**src/rtl/oai_pkg.sv**
```systemverilog
package oai_pkg;

  localparam int unsigned DEPTH  = 64;
  localparam int unsigned WORD_W = 32;
  localparam int unsigned CNT_W  = $clog2(DEPTH + 1);
  localparam int unsigned ADDR_W = $clog2(DEPTH);

  typedef enum logic [2:0] {
    MODE_APPEND = 3'd0,
    MODE_INSERT = 3'd1,
    MODE_POP    = 3'd2,
    MODE_REMOVE = 3'd3,
    MODE_READ   = 3'd4,
    MODE_FIND   = 3'd5
  } mode_e;

  typedef enum logic [1:0] {
    ST_OK    = 2'd0,
    ST_RANGE = 2'd1,
    ST_EMPTY = 2'd2,
    ST_FULL  = 2'd3
  } status_e;

  typedef enum logic [3:0] {
    S_IDLE,
    S_DISPATCH,
    S_PUT,
    S_INS_CHK,
    S_INS_WR,
    S_FETCH,
    S_GRAB,
    S_REM_CHK,
    S_REM_WR,
    S_SCAN,
    S_SCAN_CMP,
    S_DONE
  } state_e;

  typedef enum logic [2:0] {
    PTR_HOLD,
    PTR_LOAD_CNT,
    PTR_LOAD_CNT_M1,
    PTR_LOAD_IDX,
    PTR_LOAD_ZERO,
    PTR_INC,
    PTR_DEC
  } ptr_op_e;

  typedef enum logic [1:0] {
    RD_PTR,
    RD_PTR_M1,
    RD_PTR_P1
  } rd_sel_e;

  typedef enum logic {
    WR_VAL,
    WR_RD
  } wr_src_e;

  typedef struct packed {
    logic    load;
    ptr_op_e ptr_op;
    logic    rd_en;
    rd_sel_e rd_sel;
    logic    wr_en;
    wr_src_e wr_src;
    logic    cap_data;
    logic    set_found;
    logic    cnt_inc;
    logic    cnt_dec;
    logic    res_load;
  } dp_cmd_t;

  typedef struct packed {
    mode_e mode;
    logic  ok;
    logic  ptr_eq_idx;
    logic  ptr_eq_cnt;
    logic  ptr_next_eq_cnt;
    logic  match;
    logic  out_free;
  } dp_stat_t;

endpackage

```
**src/rtl/ordered_array_insert_remove.sv**
```systemverilog
// One command at a time: the block is ready again as the result goes valid, and an
// untaken result holds the next one in DONE. Insert and remove shift the store one
// entry at a time, and find scans it entry by entry.
// Reset (rst_ni low, asynchronous) empties the array and drops any pending result.
module ordered_array_insert_remove (
  input  logic                               clk_i,
  input  logic                               rst_ni,
  // command channel
  input  logic                               in_valid_i,
  output logic                               in_ready_o,
  input  logic [2:0]                         mode_i,
  input  logic [oai_pkg::CNT_W-1:0]          index_i,
  input  logic signed [oai_pkg::WORD_W-1:0]  value_i,
  // result channel
  output logic                               out_valid_o,
  input  logic                               out_ready_i,
  output logic signed [oai_pkg::WORD_W-1:0]  data_o,
  output logic [oai_pkg::ADDR_W-1:0]         position_o,
  output logic                               found_o,
  output logic [1:0]                         status_o,
  output logic [oai_pkg::CNT_W-1:0]          count_o,
  output logic                               empty_o
);

  // The sequencer drives the datapath through this command word, one step per cycle while
  // not held in DONE, and watches pointer compares, the find match and result-slot space.
  oai_pkg::dp_cmd_t  cmd;
  oai_pkg::dp_stat_t stat;

  // Sequencer: takes a beat only when idle, then walks the store entry by
  // entry for insert, remove and find; a finished result waits in DONE until
  // the output register frees up.
  oai_ctrl u_ctrl (
    .clk_i      (clk_i),
    .rst_ni     (rst_ni),
    .in_valid_i (in_valid_i),
    .in_ready_o (in_ready_o),
    .stat_i     (stat),
    .cmd_o      (cmd)
  );

  // Datapath: store memory, element count, walk pointer, command latch and
  // the result register that holds a beat until the consumer takes it.
  oai_dp u_dp (
    .clk_i       (clk_i),
    .rst_ni      (rst_ni),
    .cmd_i       (cmd),
    .stat_o      (stat),
    .mode_i      (mode_i),
    .index_i     (index_i),
    .value_i     (value_i),
    .out_ready_i (out_ready_i),
    .out_valid_o (out_valid_o),
    .data_o      (data_o),
    .position_o  (position_o),
    .found_o     (found_o),
    .status_o    (status_o),
    .count_o     (count_o),
    .empty_o     (empty_o)
  );

endmodule

```
**src/rtl/oai_dp.sv**
```systemverilog
module oai_dp (
  input  logic                               clk_i,
  input  logic                               rst_ni,
  input  oai_pkg::dp_cmd_t                   cmd_i,
  output oai_pkg::dp_stat_t                  stat_o,
  input  logic [2:0]                         mode_i,
  input  logic [oai_pkg::CNT_W-1:0]          index_i,
  input  logic signed [oai_pkg::WORD_W-1:0]  value_i,
  input  logic                               out_ready_i,
  output logic                               out_valid_o,
  output logic signed [oai_pkg::WORD_W-1:0]  data_o,
  output logic [oai_pkg::ADDR_W-1:0]         position_o,
  output logic                               found_o,
  output logic [1:0]                         status_o,
  output logic [oai_pkg::CNT_W-1:0]          count_o,
  output logic                               empty_o
);

  logic [oai_pkg::WORD_W-1:0] mem [oai_pkg::DEPTH];

  oai_pkg::mode_e             mode_q;
  oai_pkg::status_e           status_q, status_d;
  logic [oai_pkg::CNT_W-1:0]  idx_q;
  logic [oai_pkg::WORD_W-1:0] val_q;
  logic [oai_pkg::CNT_W-1:0]  cnt_q, cnt_d;
  logic [oai_pkg::CNT_W-1:0]  ptr_q, ptr_d;
  logic [oai_pkg::CNT_W-1:0]  ptr_m1, ptr_p1;
  logic [oai_pkg::WORD_W-1:0] rd_q;
  logic [oai_pkg::WORD_W-1:0] data_q;
  logic [oai_pkg::ADDR_W-1:0] pos_q;
  logic                       found_q;
  logic [oai_pkg::ADDR_W-1:0] raddr;
  logic [oai_pkg::WORD_W-1:0] wdata;
  logic                       full;

  logic                       out_valid_q;
  logic [oai_pkg::WORD_W-1:0] res_data_q;
  logic [oai_pkg::ADDR_W-1:0] res_pos_q;
  logic                       res_found_q;
  oai_pkg::status_e           res_status_q;
  logic [oai_pkg::CNT_W-1:0]  res_count_q;

  assign full   = (cnt_q >= oai_pkg::CNT_W'(oai_pkg::DEPTH));
  assign ptr_m1 = ptr_q - oai_pkg::CNT_W'(1);
  assign ptr_p1 = ptr_q + oai_pkg::CNT_W'(1);

  // Check the command against the count at the beat that brings it in.
  always_comb begin
    status_d = oai_pkg::ST_OK;
    case (oai_pkg::mode_e'(mode_i))
      oai_pkg::MODE_APPEND: begin
        if (full) status_d = oai_pkg::ST_FULL;
      end
      oai_pkg::MODE_INSERT: begin
        if (index_i > cnt_q)  status_d = oai_pkg::ST_RANGE;
        else if (full)        status_d = oai_pkg::ST_FULL;
      end
      oai_pkg::MODE_POP: begin
        if (cnt_q == '0) status_d = oai_pkg::ST_EMPTY;
      end
      oai_pkg::MODE_REMOVE, oai_pkg::MODE_READ: begin
        if (index_i >= cnt_q) status_d = oai_pkg::ST_RANGE;
      end
      default: status_d = oai_pkg::ST_OK;
    endcase
  end

  always_comb begin
    case (cmd_i.ptr_op)
      oai_pkg::PTR_LOAD_CNT:    ptr_d = cnt_q;
      oai_pkg::PTR_LOAD_CNT_M1: ptr_d = cnt_q - oai_pkg::CNT_W'(1);
      oai_pkg::PTR_LOAD_IDX:    ptr_d = idx_q;
      oai_pkg::PTR_LOAD_ZERO:   ptr_d = '0;
      oai_pkg::PTR_INC:         ptr_d = ptr_p1;
      oai_pkg::PTR_DEC:         ptr_d = ptr_m1;
      default:                  ptr_d = ptr_q;
    endcase
  end

  always_comb begin
    case (cmd_i.rd_sel)
      oai_pkg::RD_PTR_M1: raddr = ptr_m1[oai_pkg::ADDR_W-1:0];
      oai_pkg::RD_PTR_P1: raddr = ptr_p1[oai_pkg::ADDR_W-1:0];
      default:            raddr = ptr_q[oai_pkg::ADDR_W-1:0];
    endcase
  end

  assign wdata = (cmd_i.wr_src == oai_pkg::WR_RD) ? rd_q : val_q;

  always_comb begin
    cnt_d = cnt_q;
    if (cmd_i.cnt_inc)      cnt_d = cnt_q + oai_pkg::CNT_W'(1);
    else if (cmd_i.cnt_dec) cnt_d = cnt_q - oai_pkg::CNT_W'(1);
  end

  always_ff @(posedge clk_i) begin
    if (cmd_i.wr_en) mem[ptr_q[oai_pkg::ADDR_W-1:0]] <= wdata;
  end

  always_ff @(posedge clk_i) begin
    if (cmd_i.rd_en) rd_q <= mem[raddr];
  end

  always_ff @(posedge clk_i or negedge rst_ni) begin
    if (!rst_ni) begin
      cnt_q       <= '0;
      ptr_q       <= '0;
      out_valid_q <= 1'b0;
    end else begin
      cnt_q <= cnt_d;
      ptr_q <= ptr_d;
      if (cmd_i.res_load)   out_valid_q <= 1'b1;
      else if (out_ready_i) out_valid_q <= 1'b0;
    end
  end

  always_ff @(posedge clk_i) begin
    if (cmd_i.load) begin
      mode_q   <= oai_pkg::mode_e'(mode_i);
      idx_q    <= index_i;
      val_q    <= value_i;
      status_q <= status_d;
      data_q   <= '0;
      pos_q    <= '0;
      found_q  <= 1'b0;
    end else begin
      if (cmd_i.cap_data) data_q <= rd_q;
      if (cmd_i.set_found) begin
        found_q <= 1'b1;
        pos_q   <= ptr_q[oai_pkg::ADDR_W-1:0];
      end
    end
  end

  always_ff @(posedge clk_i) begin
    if (cmd_i.res_load) begin
      res_data_q   <= data_q;
      res_pos_q    <= pos_q;
      res_found_q  <= found_q;
      res_status_q <= status_q;
      res_count_q  <= cnt_q;
    end
  end

  assign stat_o.mode            = mode_q;
  assign stat_o.ok              = (status_q == oai_pkg::ST_OK);
  assign stat_o.ptr_eq_idx      = (ptr_q == idx_q);
  assign stat_o.ptr_eq_cnt      = (ptr_q == cnt_q);
  assign stat_o.ptr_next_eq_cnt = (ptr_p1 == cnt_q);
  assign stat_o.match           = (rd_q == val_q);
  assign stat_o.out_free        = !out_valid_q || out_ready_i;

  assign out_valid_o = out_valid_q;
  assign data_o      = res_data_q;
  assign position_o  = res_pos_q;
  assign found_o     = res_found_q;
  assign status_o    = res_status_q;
  assign count_o     = res_count_q;
  assign empty_o     = (res_count_q == '0);

  a_cnt_bound: assert property (@(posedge clk_i) disable iff (!rst_ni)
    cnt_q <= oai_pkg::CNT_W'(oai_pkg::DEPTH))
    else $error("element count above capacity");

  a_inc_not_full: assert property (@(posedge clk_i) disable iff (!rst_ni)
    cmd_i.cnt_inc |-> !full)
    else $error("count raised on a full array");

  a_dec_not_empty: assert property (@(posedge clk_i) disable iff (!rst_ni)
    cmd_i.cnt_dec |-> cnt_q != '0)
    else $error("count lowered on an empty array");

  a_wr_in_range: assert property (@(posedge clk_i) disable iff (!rst_ni)
    cmd_i.wr_en |-> ptr_q < oai_pkg::CNT_W'(oai_pkg::DEPTH))
    else $error("store write beyond capacity");

  a_no_overwrite: assert property (@(posedge clk_i) disable iff (!rst_ni)
    cmd_i.res_load |-> (!out_valid_q || out_ready_i))
    else $error("result register overwritten before it was taken");

endmodule

```
**src/rtl/oai_ctrl.sv**
```systemverilog
module oai_ctrl (
  input  logic              clk_i,
  input  logic              rst_ni,
  input  logic              in_valid_i,
  output logic              in_ready_o,
  input  oai_pkg::dp_stat_t stat_i,
  output oai_pkg::dp_cmd_t  cmd_o
);

  oai_pkg::state_e state_q, state_d;

  always_ff @(posedge clk_i or negedge rst_ni) begin
    if (!rst_ni) begin
      state_q <= oai_pkg::S_IDLE;
    end else begin
      state_q <= state_d;
    end
  end

  always_comb begin
    state_d    = state_q;
    cmd_o      = '0;
    in_ready_o = 1'b0;
    case (state_q)
      oai_pkg::S_IDLE: begin
        in_ready_o = 1'b1;
        if (in_valid_i) begin
          cmd_o.load = 1'b1;
          state_d    = oai_pkg::S_DISPATCH;
        end
      end
      oai_pkg::S_DISPATCH: begin
        if (!stat_i.ok) begin
          state_d = oai_pkg::S_DONE;
        end else begin
          case (stat_i.mode)
            oai_pkg::MODE_APPEND: begin
              cmd_o.ptr_op = oai_pkg::PTR_LOAD_CNT;
              state_d      = oai_pkg::S_PUT;
            end
            oai_pkg::MODE_INSERT: begin
              cmd_o.ptr_op = oai_pkg::PTR_LOAD_CNT;
              state_d      = oai_pkg::S_INS_CHK;
            end
            oai_pkg::MODE_POP: begin
              cmd_o.ptr_op = oai_pkg::PTR_LOAD_CNT_M1;
              state_d      = oai_pkg::S_FETCH;
            end
            oai_pkg::MODE_REMOVE, oai_pkg::MODE_READ: begin
              cmd_o.ptr_op = oai_pkg::PTR_LOAD_IDX;
              state_d      = oai_pkg::S_FETCH;
            end
            oai_pkg::MODE_FIND: begin
              cmd_o.ptr_op = oai_pkg::PTR_LOAD_ZERO;
              state_d      = oai_pkg::S_SCAN;
            end
            default: state_d = oai_pkg::S_DONE;
          endcase
        end
      end
      oai_pkg::S_PUT: begin
        cmd_o.wr_en   = 1'b1;
        cmd_o.wr_src  = oai_pkg::WR_VAL;
        cmd_o.cnt_inc = 1'b1;
        state_d       = oai_pkg::S_DONE;
      end
      oai_pkg::S_INS_CHK: begin
        if (stat_i.ptr_eq_idx) begin
          state_d = oai_pkg::S_PUT;
        end else begin
          cmd_o.rd_en  = 1'b1;
          cmd_o.rd_sel = oai_pkg::RD_PTR_M1;
          state_d      = oai_pkg::S_INS_WR;
        end
      end
      oai_pkg::S_INS_WR: begin
        cmd_o.wr_en  = 1'b1;
        cmd_o.wr_src = oai_pkg::WR_RD;
        cmd_o.ptr_op = oai_pkg::PTR_DEC;
        state_d      = oai_pkg::S_INS_CHK;
      end
      oai_pkg::S_FETCH: begin
        cmd_o.rd_en  = 1'b1;
        cmd_o.rd_sel = oai_pkg::RD_PTR;
        state_d      = oai_pkg::S_GRAB;
      end
      oai_pkg::S_GRAB: begin
        cmd_o.cap_data = 1'b1;
        case (stat_i.mode)
          oai_pkg::MODE_POP: begin
            cmd_o.cnt_dec = 1'b1;
            state_d       = oai_pkg::S_DONE;
          end
          oai_pkg::MODE_REMOVE: state_d = oai_pkg::S_REM_CHK;
          default:              state_d = oai_pkg::S_DONE;
        endcase
      end
      oai_pkg::S_REM_CHK: begin
        if (stat_i.ptr_next_eq_cnt) begin
          cmd_o.cnt_dec = 1'b1;
          state_d       = oai_pkg::S_DONE;
        end else begin
          cmd_o.rd_en  = 1'b1;
          cmd_o.rd_sel = oai_pkg::RD_PTR_P1;
          state_d      = oai_pkg::S_REM_WR;
        end
      end
      oai_pkg::S_REM_WR: begin
        cmd_o.wr_en  = 1'b1;
        cmd_o.wr_src = oai_pkg::WR_RD;
        cmd_o.ptr_op = oai_pkg::PTR_INC;
        state_d      = oai_pkg::S_REM_CHK;
      end
      oai_pkg::S_SCAN: begin
        if (stat_i.ptr_eq_cnt) begin
          state_d = oai_pkg::S_DONE;
        end else begin
          cmd_o.rd_en  = 1'b1;
          cmd_o.rd_sel = oai_pkg::RD_PTR;
          state_d      = oai_pkg::S_SCAN_CMP;
        end
      end
      oai_pkg::S_SCAN_CMP: begin
        if (stat_i.match) begin
          cmd_o.set_found = 1'b1;
          state_d         = oai_pkg::S_DONE;
        end else begin
          cmd_o.ptr_op = oai_pkg::PTR_INC;
          state_d      = oai_pkg::S_SCAN;
        end
      end
      oai_pkg::S_DONE: begin
        if (stat_i.out_free) begin
          cmd_o.res_load = 1'b1;
          state_d        = oai_pkg::S_IDLE;
        end
      end
      default: state_d = oai_pkg::S_IDLE;
    endcase
  end

  a_load_only_idle: assert property (@(posedge clk_i) disable iff (!rst_ni)
    cmd_o.load |=> state_q == oai_pkg::S_DISPATCH)
    else $error("command taken outside idle");

  a_single_port: assert property (@(posedge clk_i) disable iff (!rst_ni)
    !(cmd_o.rd_en && cmd_o.wr_en))
    else $error("read and write issued in one cycle");

  a_result_then_idle: assert property (@(posedge clk_i) disable iff (!rst_ni)
    cmd_o.res_load |=> state_q == oai_pkg::S_IDLE)
    else $error("result loaded without return to idle");

endmodule

```
**config.mk**
```make
export PLATFORM = sky130hd
export DESIGN_NAME = ordered_array_insert_remove
export DESIGN_NICKNAME = d
export VERILOG_FILES = /design/src/rtl/oai_pkg.sv /design/src/rtl/ordered_array_insert_remove.sv /design/src/rtl/oai_dp.sv /design/src/rtl/oai_ctrl.sv
export SDC_FILE = /design/constraint.sdc
export NUM_CORES = 2
export LEC_CHECK = 0
export BUFFER_PORTS_ARGS = -buffer_cell sky130_fd_sc_hd__buf_2
export CAP_MARGIN = 15
export CORE_AREA = 2 2 386 388
export DETAILED_ROUTE_END_ITERATION = 16
export DIE_AREA = 0 0 388 390
export PLACE_DENSITY = 0.76
export REMOVE_ABC_BUFFERS = 1
export SLEW_MARGIN = 20
export SYNTH_ARGS = -nofsm -noshare
export SYNTH_HDL_FRONTEND = slang
export SYNTH_SLANG_ARGS = --single-unit
```
**constraint.sdc**
```tcl
create_clock -name clk_i -period 13.4 [get_ports clk_i]
set_input_delay 0 -clock clk_i [delete_from_list [all_inputs] [get_ports clk_i]]
set_output_delay 0 -clock clk_i [all_outputs]
set_load 0.01 [all_outputs]
```
# Word level (Yosys, flattened, before mapping)
# Memories as Yosys holds them, arrays and structs flattened. A register that Yosys moved wholly into a read port is not among the register bits.
# Index checks and enable logic that the tools add are counted.
dict set report word_totals {
  mem_bits_rw 2048
  ff_bits 150
  output_inout_bits 51
  elab_cells 120
  input_bits 46
  mem_count 1
}
dict set report op_classes {
  add_sub_neg 4
  n_reduce_logical 17
  n_eq_ne 34
  order_cmp 3
  muxes 45
}
# name words word_bits read_ports rd_clocked_by_memory_dff wr line
set memory_table {}
lappend memory_table {u_dp.mem 64 32 1 1 1 oai_dp.sv:19} ;# logic [oai_pkg::WORD_W-1:0] mem [oai_pkg::DEPTH];
# cell n
set ops {}
lappend ops {{4-bit case mux with 12 select lines} 1}
lappend ops {{7-bit case mux with 6 select lines} 1}
lappend ops {{3-bit case mux with 4 select lines} 3}
lappend ops {{32-bit equality test} 1}
lappend ops {{32-bit 2-to-1 mux} 1}
lappend ops {{7-bit equality test} 3}
lappend ops {{3-bit by 2-bit equality test with 1-bit output (second input constant)} 6}
lappend ops {{3-bit equality test (second input constant)} 6}
lappend ops {{3-bit 2-to-1 mux} 6}
lappend ops {{1-bit 2-to-1 mux} 17}
lappend ops {{4-bit by 3-bit equality test with 1-bit output (second input constant)} 4}
lappend ops {{4-bit equality test (second input constant)} 4}
lappend ops {{4-bit 2-to-1 mux} 4}
lappend ops {{4-bit case mux with 4 select lines} 1}
lappend ops {{7-bit by 1-bit adder with 7-bit output (second input constant)} 2}
lappend ops {{7-bit logical NOT} 2}
lappend ops {{7-bit 2-to-1 mux} 2}
lappend ops {{7-bit by 1-bit subtractor with 7-bit output (second input constant)} 2}
lappend ops {{6-bit case mux with 2 select lines} 1}
lappend ops {{2-bit 2-to-1 mux} 5}
lappend ops {{3-bit by 1-bit equality test with 1-bit output (second input constant)} 3}
lappend ops {{4-bit by 2-bit equality test with 1-bit output (second input constant)} 2}
lappend ops {{2-bit case mux with 4 select lines} 1}
lappend ops {{2-bit OR reduction} 4}
lappend ops {{other kinds (18)} 21}

# Depth between registers and ports, before layout
dict set report depth {
  word_depth 7
  mapped_depth 23
  ltp_nobuf 17
}

# By module
# From an unflattened synthesis, not the netlist that was laid out.
dict set report hier_totals {
  hier_cells 4615
  hier_area_um2 88258.4
}
# module area_each_um2 n_inst cells_each
set by_module_without_submodules {}
lappend by_module_without_submodules {oai_dp 87690.4 1 4533}
lappend by_module_without_submodules {oai_ctrl 568.0 1 82}

# Worst setup path after synthesis
# Ideal clock, no wire load.
dict set report synth_path {
  path_type {flip-flop to flip-flop}
  from {reg u_ctrl.state_q[0]}
  to {reg u_dp.res_count_q, in the netlist u_dp.count_o[0] (enable)}
  stages_incl_launch_ff 4
  t_required_ps 12887
  path_buffers 1
  slack_ps 8724
  synth_period_minus_slack_ps 4676
  arrival_ps 4164
  path_cell_list {dfrtp_1 -> clkbuf_1 -> nand2_1 -> nor3_1}
}
# element line
set synth_rtl {}
lappend synth_rtl {{from (decl)} oai_ctrl.sv:10} ;# oai_pkg::state_e state_q, state_d;
lappend synth_rtl {{from (signal assigned)} oai_ctrl.sv:14} ;# state_q <= oai_pkg::S_IDLE;
lappend synth_rtl {{from (signal assigned)} oai_ctrl.sv:16} ;# state_q <= state_d;
lappend synth_rtl {{to (signal assigned)} oai_dp.sv:141} ;# res_count_q <= cnt_q;
lappend synth_rtl {{to (decl)} oai_dp.sv:41} ;# logic [oai_pkg::CNT_W-1:0] res_count_q;

# Worst setup path in the final report
dict set report layout_path {
  from {reg u_dp.ptr_q[4] in the netlist's numbering}
  to {reg u_dp.rd_q[6] in the netlist's numbering, read port of u_dp.mem, data pin}
}
dict set report layout_between {
  elab_chain_cells 6
  word_cells_on_any_way 12
  cone_classes {add/sub: 2; eq/ne: 5; mux: 5}
}
# element line
set layout_lines {}
lappend layout_lines {{from (decl)} oai_dp.sv:26} ;# logic [oai_pkg::CNT_W-1:0] ptr_q, ptr_d;
lappend layout_lines {{from (signal assigned)} oai_dp.sv:111} ;# ptr_q <= ptr_d;
lappend layout_lines {{7-bit by 1-bit adder with 7-bit output} oai_dp.sv:45} ;# assign ptr_p1 = ptr_q + oai_pkg::CNT_W'(1);
lappend layout_lines {{7-bit equality test} oai_dp.sv:149} ;# assign stat_o.ptr_next_eq_cnt = (ptr_p1 == cnt_q);
lappend layout_lines {{3-bit 2-to-1 mux} oai_ctrl.sv:99} ;# if (stat_i.ptr_next_eq_cnt) begin
lappend layout_lines {{3-bit case mux with 4 select lines} oai_ctrl.sv:24} ;# case (state_q)
lappend layout_lines {{2-bit equality test / 2-bit by 1-bit equality test with 1-bit output (equally long branches)} oai_dp.sv:81} ;# case (cmd_i.rd_sel)
lappend layout_lines {{6-bit case mux with 2 select lines} oai_dp.sv:81}
lappend layout_lines {{to (decl)} oai_dp.sv:28} ;# logic [oai_pkg::WORD_W-1:0] rd_q;
# Parallel ways exist; a longest one is shown, timed or not.
# A chain may end at the register's enable or synchronous reset.

==> impl_table.tex <==
\begin{tabular}{lr}
\hline
Metric & Value \\
\hline
\multicolumn{2}{l}{\textbf{Power and ir drop}} \\
Power Density & 135 mW/mm2 \\
Highest ir drop seen on vdd & 142 uV \\
Lkg Pwr & 32.0 nW \\
\multicolumn{2}{l}{\textbf{STA}} \\
Hold violation count in the final report & 0 \\
Clock period minus worst slack & 8.09 ns \\
Final TNS setup & 0 ns \\
RSZ-0062 raised after global routing & false \\
Period utilization & 0.603 \\
Max-slew headroom at the worst pin & 0.218 \\
Final-report max-slew violation count & 0 \\
Final critical-path setup slack & $\sim$5.3 ns \\
Worst slack on hold paths & around 0.1 ns \\
Achievable frequency & 0.124 GHz \\
Final setup fails & 0 \\
Clock skew after layout & 0.0450 ns \\
Slew at the pin closest to its max-slew limit & 1.17 ns \\
\multicolumn{2}{l}{\textbf{Floorplanning}} \\
Num ports & 97 \\
Die outline height & just under 400 um \\
Effective utilization at floorplan & 0.595 \\
Die Wd & 388 um \\
Core ar. & 0.147 mm2 \\
Row count & 141 \\
Floorplan die area & 0.151 mm2 \\
\multicolumn{2}{l}{\textbf{Place}} \\
Final HPWL from detailed placement & 131 mm \\
GP Congestion & 0.898 \\
Placed cells & 7,087 \\
Port buffer count & 96 \\
Minimum setup slack after placement & 5.34 ns \\
Cell area after placement & 0.0908 mm2 \\
\multicolumn{2}{l}{\textbf{Clock tree}} \\
Clock slew at the register clock pins of the worst setup and hold paths & 0.06 ns \\
Clock Tree Root & sky130\_fd\_sc\_hd\_\_clkbuf\_16 \\
Clock tree buffer depth & 3 \\
Number of setup buffers added after CTS & 0 \\
Number of cells upsized or downsized after cts & 0 \\
Latest clock arrival within the worst-skew pair & 0.86 ns \\
Number of sinks driven by the clock tree & 2,230 \\
Hold buffer count at CTS & 89 \\
Total clock buffers created by CTS & 206 \\
Clock tree from TritonCTS & built \\
H-Tree Level Count & 4 \\
\multicolumn{2}{l}{\textbf{Route}} \\
Routed wire length & 244 mm \\
ANT nets after route & 0 \\
Average wire length per cell after detail routing & between 30 and 40 um \\
Post-route DRC & 0 \\
Vias per Instance & approximately 6.8 \\
DRC marker count from the first detailed-route iteration & 8,186 \\
Detailed-route via count & roughly 51,000 \\
Number of detailed-route iterations in the first pass & 8 \\
\multicolumn{2}{l}{\textbf{Worst setup path}} \\
Series of cell instances along the critical path & nand3\_1 -> nor2\_1 -> xor2\_1 -> xnor2\_1 -> o2111a\_1 -> nor3b\_1 -> inv\_1 -> ha\_1 -> o21bai\_1 -> o21a\_4 -> buf\_4 -> buf\_4 -> mux4\_2 -> mux2i\_1 -> o211ai\_1 -> o221ai\_1 -> a211oi\_1 \\
Launch point of the critical path & u\_dp.ptr\_q[4] \\
Critical R2R Launch & u\_dp.ptr\_q[4] \\
Path type of the worst setup path & reg -> reg \\
Most prevalent standard cell on the critical path & sky130\_fd\_sc\_hd\_\_buf\_4 \\
Endpoint type of the worst setup path & register \\
R2r setup slk & 5.31 ns \\
Data arrival at the endpoint of the critical path & 8.73 ns \\
Worst Path Required & 14.05 ns \\
Standard cell with the maximum stage delay on the critical path & sky130\_fd\_sc\_hd\_\_buf\_4 \\
Worst setup SP type & register \\
Worst path max stage delay & 0.86 ns \\
Worst-path fanout max & 47 \\
\multicolumn{2}{l}{\textbf{Yosys}} \\
Post-synthesis async set-or-reset flop share & 0.00852 \\
Proportion of synthesized chip area in sequential cells & 0.759 \\
Mean instance size in the synthesized netlist & 16.8 um2 \\
Syn Inst Count & about 5,200 \\
Number of library cell types mapped by synthesis & 73 \\
Number of enable flip-flop cells after synthesis & 2,172 \\
Flop and latch count out of synthesis & 2,230 \\
Main flop type after synthesis & sky130\_fd\_sc\_hd\_\_edfxtp\_1 \\
Netlist area before placement & 0.0876 mm2 \\
Total of warnings raised by yosys & 0 \\
\multicolumn{2}{l}{\textbf{Min path}} \\
Hold Crit Class & in -> reg \\
Beginning of the worst hold path & out\_ready\_i \\
\multicolumn{2}{l}{\textbf{GRT}} \\
Overflow left after global routing & 0 \\
First-pass GRT wire length & approximately 350 mm \\
Largest net degree at the start of global routing & around 160 \\
Vias in the first global route & between 40,000 and 50,000 \\
GRT Total Usage & 0.322 \\
Initial antenna violation count & 11 \\
\multicolumn{2}{l}{\textbf{Final layout}} \\
Post-Layout Cell Count & 7,559 \\
Layout Nets & approximately 5,500 \\
Area added between synthesis and finish & 12.3\% \\
Share of cells above drive strength 1 & 0.168 \\
Area of all placed cells without fillers & 0.0983 mm2 \\
Final-layout fill cell count & 9,262 \\
\multicolumn{2}{l}{\textbf{Outcome}} \\
Run status & finished clean \\
\multicolumn{2}{l}{\textbf{Run}} \\
Count of max-cap constraint violations & 0 \\
\hline
\end{tabular}
==> synthesized netlist by cell type (15+ instances only) <==
cell type                     n  area, um2
sky130_fd_sc_hd__o211ai_1    16        120
sky130_fd_sc_hd__mux2i_1    198       1980
sky130_fd_sc_hd__buf_2      143        716
sky130_fd_sc_hd__xor2_1      41        359
sky130_fd_sc_hd__buf_4       22        165
sky130_fd_sc_hd__dfrtp_1     19        475
sky130_fd_sc_hd__o21ai_0     71        355
sky130_fd_sc_hd__nor2_1     166        623
sky130_fd_sc_hd__a21oi_1    161        806
sky130_fd_sc_hd__a31oi_1     47        294
sky130_fd_sc_hd__xnor2_1     23        201
sky130_fd_sc_hd__clkbuf_1   103        387
sky130_fd_sc_hd__nand3_1    245       1230
sky130_fd_sc_hd__nand4_1     18        113
sky130_fd_sc_hd__edfxtp_1  2172      65200
sky130_fd_sc_hd__nand2_1    966       3630
sky130_fd_sc_hd__a22oi_1     35        263
sky130_fd_sc_hd__buf_1       24       90.1
sky130_fd_sc_hd__a211oi_1    16        120
sky130_fd_sc_hd__and3_1      42        263
sky130_fd_sc_hd__mux4_2     281       6330
sky130_fd_sc_hd__mux2_2      32        360
sky130_fd_sc_hd__a311oi_1    39        342
sky130_fd_sc_hd__nor2b_1     15       93.8
sky130_fd_sc_hd__inv_1       23       86.3
sky130_fd_sc_hd__nor3_1      23        115
sky130_fd_sc_hd__dfxtp_1     39        781
sky130_fd_sc_hd__a32oi_1     52        455
==> critical path, delay by kind of cell (launching register included) <==
family	cells	cell delay, ns
AND/OR/NAND/NOR	3	1.49
flip-flops	1	0.72
XOR/XNOR	2	0.36
adder cells (fa/ha/maj)	1	0.61
multiplexers	2	0.48
buffers and inverters	3	1.77
AO/OA/AOI/OAI	6	2.37
==> metal layers <==
layer	part of all wire	vias to the layer above	track usage
met5	0.00083	-	0
met1	0.34	25700	0.428
met3	0.14	762	0.0937
met4	0.059	14	0.167
met2	0.45	4093	0.488
li1	-	20800	-
==> stage by stage <==
step,util,power [mW]
6_report,0.668,13.3
3_3_place_gp,0.617,7.69
5_1_grt,0.668,13.6
4_1_cts,0.668,13.3
2_1_floorplan,-,7.68
3_5_place_dp,0.617,7.69
==> cells by family (layout without fill, tap and decap cells) <==
logic type               Yosys count  count (layout)  share of synthesized area
adder cells (fa/ha/maj)           14              14                    0.00200
XOR/XNOR                          64              64                    0.00640
AND/OR/NAND/NOR                 1531            1531                     0.0739
AO/OA/AOI/OAI                    545             545                     0.0426
buffers and inverters            321             733                     0.0172
other                              0               1                          0
flip-flops                      2230            2230                      0.759
multiplexers                     511             511                     0.0990
==> final cells by class <==
class	count	area (um2)	area share
Multi-Input combinational cell	2665	20300	0.206
Timing Repair Buffer	328	2530	0.0258
Clock inverter	111	1000	0.0102
Sequential cell	2230	66500	0.676
Tap cell	1930	2410	0.0246
Inverter	23	86.3	0.000878
Antenna cell	1	2.50	0.0000254
Clock buffer	271	5580	0.0567
==> worst paths after layout <==
| path | endpoint | depth (start not counted) |
|---|---|---|
| min in group asynchronous | u_ctrl.state_q[1] | 3 |
| worst max-delay path | u_dp.rd_q[6] | 17 |
| worst min register to register | u_dp.data_o[16] | 0 |
| worst min-delay path | u_dp.out_valid_o | 4 |
| max in group asynchronous | u_dp.cnt_q[4] | 3 |
| worst max register to register | u_dp.rd_q[6] | 17 |
==> registers in the layout (all words and copies together) (netlist names), 2 cells and up <==
signal	flops
u_dp.ptr_q	7
u_dp.position_o	6
u_dp.data_q	32
u_dp.mode_q	3
u_dp.status_q	2
u_dp.mem	2048
u_ctrl.state_q	4
u_dp.cnt_q	7
u_dp.rd_q	32
u_dp.pos_q	6
u_dp.data_o	32
u_dp.idx_q	7
u_dp.count_o	7
u_dp.val_q	32
u_dp.status_o	2
==> placed cells by master, fill, tap and decap left out, types with 16 or more instances in the layout <==
cell type,Yosys,routed
sky130_fd_sc_hd__a21oi_1,161,161
sky130_fd_sc_hd__a22oi_1,35,35
sky130_fd_sc_hd__a311oi_1,39,37
sky130_fd_sc_hd__a31oi_1,47,47
sky130_fd_sc_hd__a32oi_1,52,52
sky130_fd_sc_hd__and3_1,42,42
sky130_fd_sc_hd__buf_2,143,96
sky130_fd_sc_hd__buf_4,22,136
sky130_fd_sc_hd__clkbuf_1,103,54
sky130_fd_sc_hd__clkbuf_16,0,212
sky130_fd_sc_hd__clkinv_1,0,46
sky130_fd_sc_hd__clkinv_2,0,31
sky130_fd_sc_hd__dfrtp_1,19,19
sky130_fd_sc_hd__dfxtp_1,39,39
sky130_fd_sc_hd__dlygate4sd3_1,0,89
sky130_fd_sc_hd__edfxtp_1,2172,2172
sky130_fd_sc_hd__inv_1,23,23
sky130_fd_sc_hd__mux2_2,32,26
sky130_fd_sc_hd__mux2i_1,198,198
sky130_fd_sc_hd__mux4_2,281,281
sky130_fd_sc_hd__nand2_1,966,964
sky130_fd_sc_hd__nand3_1,245,245
sky130_fd_sc_hd__nand4_1,18,18
sky130_fd_sc_hd__nor2_1,166,100
sky130_fd_sc_hd__nor2_4,3,68
sky130_fd_sc_hd__nor3_1,23,22
sky130_fd_sc_hd__o211ai_1,16,16
sky130_fd_sc_hd__o21ai_0,71,70
sky130_fd_sc_hd__xnor2_1,23,23
sky130_fd_sc_hd__xor2_1,41,41
==> where the power goes <==
| group | internal [mW] | leakage, nW | switching, mW |
|---|---|---|---|
| clock network | 3.22 | 3.19 | 2.53 |
| registers | 7.53 | 20.2 | 0.00000000000000000978 |
| logic | 0.0231 | 8.55 | 0.0108 |
| total | 10.8 | 32.0 | 2.55 |
Power figures use the tool's default switching activity.
